### src/hdl/bcdm_pkg.sv
// ----------------------------------------------------------------------------
// bcdm_pkg
// shared types and constants of the box center depth median block
// ----------------------------------------------------------------------------
`default_nettype none

package bcdm_pkg;

    localparam int GRID_MAX_W_DEF = 128;
    localparam int GRID_MAX_H_DEF = 128;
    localparam int RADIUS_DEF     = 2;

    localparam int DEPTH_W = 16;
    localparam int IMG_W   = 12;
    localparam int SHIFT_W = 10;
    localparam int GRID_W  = 8;
    localparam int SIZE_W  = 9;
    localparam int CELL_W  = 8;
    localparam int TWO_W   = 14;
    localparam int T_W     = 16;
    localparam int NUM_W   = 26;
    localparam int LIM_W   = 22;
    localparam int REM_W   = 25;
    localparam int DIV_W   = 14;
    localparam int COORD_W = 10;

    localparam logic [2:0] REG_IMAGE_WIDTH  = 3'd0;
    localparam logic [2:0] REG_IMAGE_HEIGHT = 3'd1;
    localparam logic [2:0] REG_SHIFT_X      = 3'd2;
    localparam logic [2:0] REG_SHIFT_Y      = 3'd3;
    localparam logic [2:0] REG_DEPTH_LOW    = 3'd4;
    localparam logic [2:0] REG_DEPTH_HIGH   = 3'd5;
    localparam logic [2:0] REG_GRID_WIDTH   = 3'd6;
    localparam logic [2:0] REG_GRID_HEIGHT  = 3'd7;

    localparam logic [1:0] STATUS_OK      = 2'd0;
    localparam logic [1:0] STATUS_SETUP   = 2'd1;
    localparam logic [1:0] STATUS_OUTSIDE = 2'd2;
    localparam logic [1:0] STATUS_EMPTY   = 2'd3;

    localparam logic [1:0] POS_LEFT   = 2'd0;
    localparam logic [1:0] POS_CENTER = 2'd1;
    localparam logic [1:0] POS_RIGHT  = 2'd2;

    localparam logic CMD_WRITE = 1'b0;

    typedef struct packed {
        logic               valid;
        logic [DEPTH_W-1:0] data;
    } sample_t;

endpackage

`default_nettype wire

### src/hdl/bcdm_cell.sv
// ----------------------------------------------------------------------------
// bcdm_cell
// one sorting cell: keeps the smaller sample, hands the larger one on
// ----------------------------------------------------------------------------
`default_nettype none

module bcdm_cell
    import bcdm_pkg::*;
(
    input  wire logic               aclk,
    input  wire logic               aresetn,
    input  wire logic               clear,
    input  wire sample_t            in_sample,
    output sample_t                 out_sample,
    output logic      [DEPTH_W-1:0] hold_data
);

    logic               hold_valid_reg;
    logic [DEPTH_W-1:0] hold_reg;
    sample_t            out_reg;

    always_ff @(posedge aclk) begin
        if (!aresetn || clear) begin
            hold_valid_reg <= 1'b0;
            out_reg.valid  <= 1'b0;
        end else begin
            out_reg.valid <= in_sample.valid && hold_valid_reg;
            if (in_sample.valid) begin
                if (!hold_valid_reg) begin
                    hold_valid_reg <= 1'b1;
                    hold_reg       <= in_sample.data;
                end else if (in_sample.data < hold_reg) begin
                    hold_reg     <= in_sample.data;
                    out_reg.data <= hold_reg;
                end else begin
                    out_reg.data <= in_sample.data;
                end
            end
        end
    end

    assign out_sample = out_reg;
    assign hold_data  = hold_reg;

endmodule

`default_nettype wire

### config.mk
export PLATFORM = sky130hd
export DESIGN_NAME = bcdm_cell
export DESIGN_NICKNAME = d
export VERILOG_FILES = /design/src/hdl/bcdm_pkg.sv /design/src/hdl/bcdm_cell.sv
export SDC_FILE = /design/constraint.sdc
export NUM_CORES = 1
export LEC_CHECK = 0
export BUFFER_PORTS_ARGS = -buffer_cell sky130_fd_sc_hd__buf_2
export CORE_MARGIN = 3
export CORE_UTILIZATION = 43
export CTS_CLUSTER_SIZE = 24
export DETAILED_ROUTE_END_ITERATION = 8
export GPL_ROUTABILITY_DRIVEN = 0
export HOLD_SLACK_MARGIN = 0.12
export PLACE_DENSITY = 0.74
export SYNTH_ARGS = -nofsm -noshare
export SYNTH_HDL_FRONTEND = slang
export SYNTH_SLANG_ARGS = --single-unit
### constraint.sdc
create_clock -name aclk -period 6.9 [get_ports aclk]
set_clock_uncertainty 0.05 [all_clocks]
set_input_delay 1.38 -clock aclk [delete_from_list [all_inputs] [get_ports aclk]]
set_output_delay 1.38 -clock aclk [all_outputs]
set_load 0.01 [all_outputs]
==> implementation parameters <==
Parameter                              Value

Run status
  Result of the run ... complete, no violations

Route
  Metal1 wirelength ... 1310 µm
  Routed wire length per instance ... 14.4 µm
  Via count of the routed design ... around 1,000
  Initial DRC Count ... 40
  Number of optimization iterations in the first detailed-route pass ... 4
  Post-route DRC ... 0
  Count of antenna-violating nets left after detailed routing ... 0
  Met2 routed WL ... 1540 µm
  DR WL met3 ... 185 µm
  Vias per Instance ... 4.87
  Drt total wl ... between 3000 and 4000 µm
  Highest layer used for signal routing ... met4

Logic synthesis
  Dominant cells by area after synthesis ... edfxtp_1 (58%), ha_1 (11%), mux2_4 (8.2%), mux2_2 (4.8%), inv_1 (3.4%)
  Top cell type by total area after synthesis ... edfxtp_1
  Synthesis warning total ... 0
  Number of storage elements in the synthesis netlist ... 34
  Count of distinct cell types in the synthesized netlist ... 22
  Post-synthesis instance total ... 110
  Total nets after synthesis ... 145
  Syn Std Cell Area ... 1650 µm²
  Register area share after synthesis ... between 60% and 70%
  Average cell area after synthesis ... around 15 µm²
  Fraction of post-synthesis cell area in the top cell type by area ... 58.2%

STA
  RSZ-0062 raised after global routing ... no
  Setup Total Neg Slack ... 0 ns
  Final setup violation count ... 0
  Post-route minimum period ... 3.91 ns
  Fmax achieved ... 256 MHz
  Worst-Margin Slew ... approximately 0.93 ns
  Tightest slew margin relative to the limit ... roughly 38%
  Hold Violations, Final ... 0
  Part of the cycle the worst path needs ... roughly 57%
  Number of pins with negative max-slew slack in the final report ... 0
  Worst Hold Slack ... 0.468 ns

Clock network
  Post-CTS setup buffer count ... 0
  Insertion delay of the later-clocked pin in the worst-skew pair ... 0.28 ns
  CTS max path bufs ... 2
  Count of hold-fix buffers inserted at cts ... 0
  CTS tree ... yes
  Deepest level of the CTS H-tree ... 2
  TritonCTS buffer count ... 5
  Clock Pin Slew Worst Setup and Hold Paths ... approximately 0.060 ns
  CTS-repair resized insts ... 0
  Sinks on the clock net ... 34
  Root buffer cell ... clkbuf_8

Power and ir drop
  Leakage Power ... between 0.0009 and 0.001 µW
  Power consumption ... 415 µW
  Peak supply drop ... between 100 and 150 µV
  Power per cell area ... 203 nW/µm²

Global routing
  Number of global-route vias before repair ... 1,026
  Wire length of the first global-routing pass ... 4850 µm
  Pin count of the biggest net entering global routing ... 18
  Number of antenna violations at the first check in global routing ... 0
  Global route overflow ... 0
  GRT Overall Usage ... 14.6%

Min path
  Path type of the worst min-delay path ... flop to flop

Critical path
  Highest net fanout along the worst path ... 17
  Crit end category ... flop
  Startpoint types ... input port
  Required time reported for the critical path endpoint ... 6.75 ns
  Worst path arrival time ... around 3.8 ns
  Critical path class ... input port to flop

Placed design
  DPL Wire Length ... 2330 µm
  I/O Buffers ... 52

Finish
  Final Core Density ... 58.0%
  Area Overhead vs Synth ... 23.6%
  Number of filler instances in the final layout ... 303
  Diode insertion count for antenna repair ... 0
  Number of nets in the layout ... 203
  Fraction of layout instances using a drive strength above 1 ... 45.6%
  Number of flip-flops under the largest register name ... 17

Floorplanning
  Starting Density ... 46.9%
  Total I/O pin count ... 53
  Count of standard-cell rows ... 21
  Standard cell core area ... 3520 µm²
  Floorplan die height ... 68.0 µm
  Width of the die ... 68.0 µm
  Die Footprint ... 4620 µm²

Flow run
  Max-cap violation count ... 0
critical path, cell delays in order:
cell and delay [ns]:
buf_2 0.12, ha_1 0.28, a2111o_1 0.36, a32oi_1 0.22, nand3_2 0.48, a21oi_2 0.91
layout make-up:
cell class                      count  area (µm²)  area share, %
Inverter                           15        56.3           2.76
Timing Repair Buffer               52         260           12.7
Sequential cell                    34        1000           49.0
Multi-Input combinational cell     60         587           28.7
Tap cell                           46        57.6           2.82
Clock buffer                        5        68.8           3.37
Clock inverter                      3        11.3          0.551
path summary, 6_finish.rpt:
check | cells after the start | startpoint | end | slack, ns
worst max register to register | 6 | hold_data[1]$_DFFE_PP_ | hold_data[13]$_DFFE_PP_ | 3.78
worst min register to register | 1 | hold_valid_reg$_SDFFE_PP0P_ | out_sample[16]$_SDFF_PP0_ | 0.47
worst max-delay path | 6 | in_sample[1] | hold_data[13]$_DFFE_PP_ | 2.99
worst min-delay path | 1 | hold_valid_reg$_SDFFE_PP0P_ | out_sample[16]$_SDFF_PP0_ | 0.47
layer usage:
| layer | track usage (%) | vias up |
|---|---|---|
| li1 | - | 524 |
| met1 | 17.4 | 484 |
| met2 | 24.4 | 33 |
| met3 | 4.27 | 7 |
| met4 | 6.20 | 0 |
| met5 | 0 | - |
through the flow:
stage	setup WS, ns	cells	instance area, µm²
after floorplan	2.99	110	1650
after global placement	2.80	207	1960
after detailed placement	2.68	207	1960
after CTS	2.95	215	2040
after global routing	2.85	215	2040
final	2.99	215	2040
power by group:
group / switching, µW / internal (µW)
Clock: 66.1 / 67.2
Combinational: 23.4 / 25.0
Sequential: 2.42 / 231
cell usage in the layout (no fill, tap or decap):
| cell | instances |
|---|---|
| nor3_1 | 3 |
| o21a_1 | 2 |
| mux2_4 | 9 |
| nand2b_4 | 1 |
| mux2_2 | 7 |
| ha_1 | 15 |
| inv_1 | 15 |
| clkinv_1 | 3 |
| a32oi_1 | 1 |
| a21oi_2 | 1 |
| and3_1 | 2 |
| dfxtp_1 | 2 |
| nand3_2 | 1 |
| clkbuf_8 | 5 |
| a21oi_1 | 4 |
| nand3_1 | 3 |
| nand4_1 | 1 |
| edfxtp_1 | 32 |
| nand2_1 | 4 |
| a2111o_1 | 1 |
| o21ba_2 | 1 |
| o21ai_0 | 2 |
| buf_2 | 52 |
| nor2b_1 | 1 |
| a21boi_0 | 1 |
cell families (layout without fill, tap and decap cells):
kind of cell | Yosys count | in the layout | share of synthesized area (%)
AOI/OAI and AO/OA | 13 | 13 | 5.30
adders and majority gates | 15 | 15 | 11.4
buffers and inverters | 16 | 75 | 4.09
DFF | 34 | 34 | 60.6
muxes | 16 | 16 | 13.0
and+or+nand+nor | 16 | 16 | 5.68
Yosys cell counts:
library cell / count
nand2_1: 4
dfxtp_1: 2
nand3_2: 1
nand4_1: 1
a2111o_1: 1
buf_6: 1
a21boi_0: 1
and3_1: 2
nor3_1: 3
nand2b_4: 1
inv_1: 15
o21ba_2: 1
a32oi_1: 1
o21a_1: 2
a21oi_1: 5
nand3_1: 3
mux2_4: 9
edfxtp_1: 32
ha_1: 15
o21ai_0: 2
mux2_2: 7
nor2b_1: 1
(Power assumes the default switching activity.)
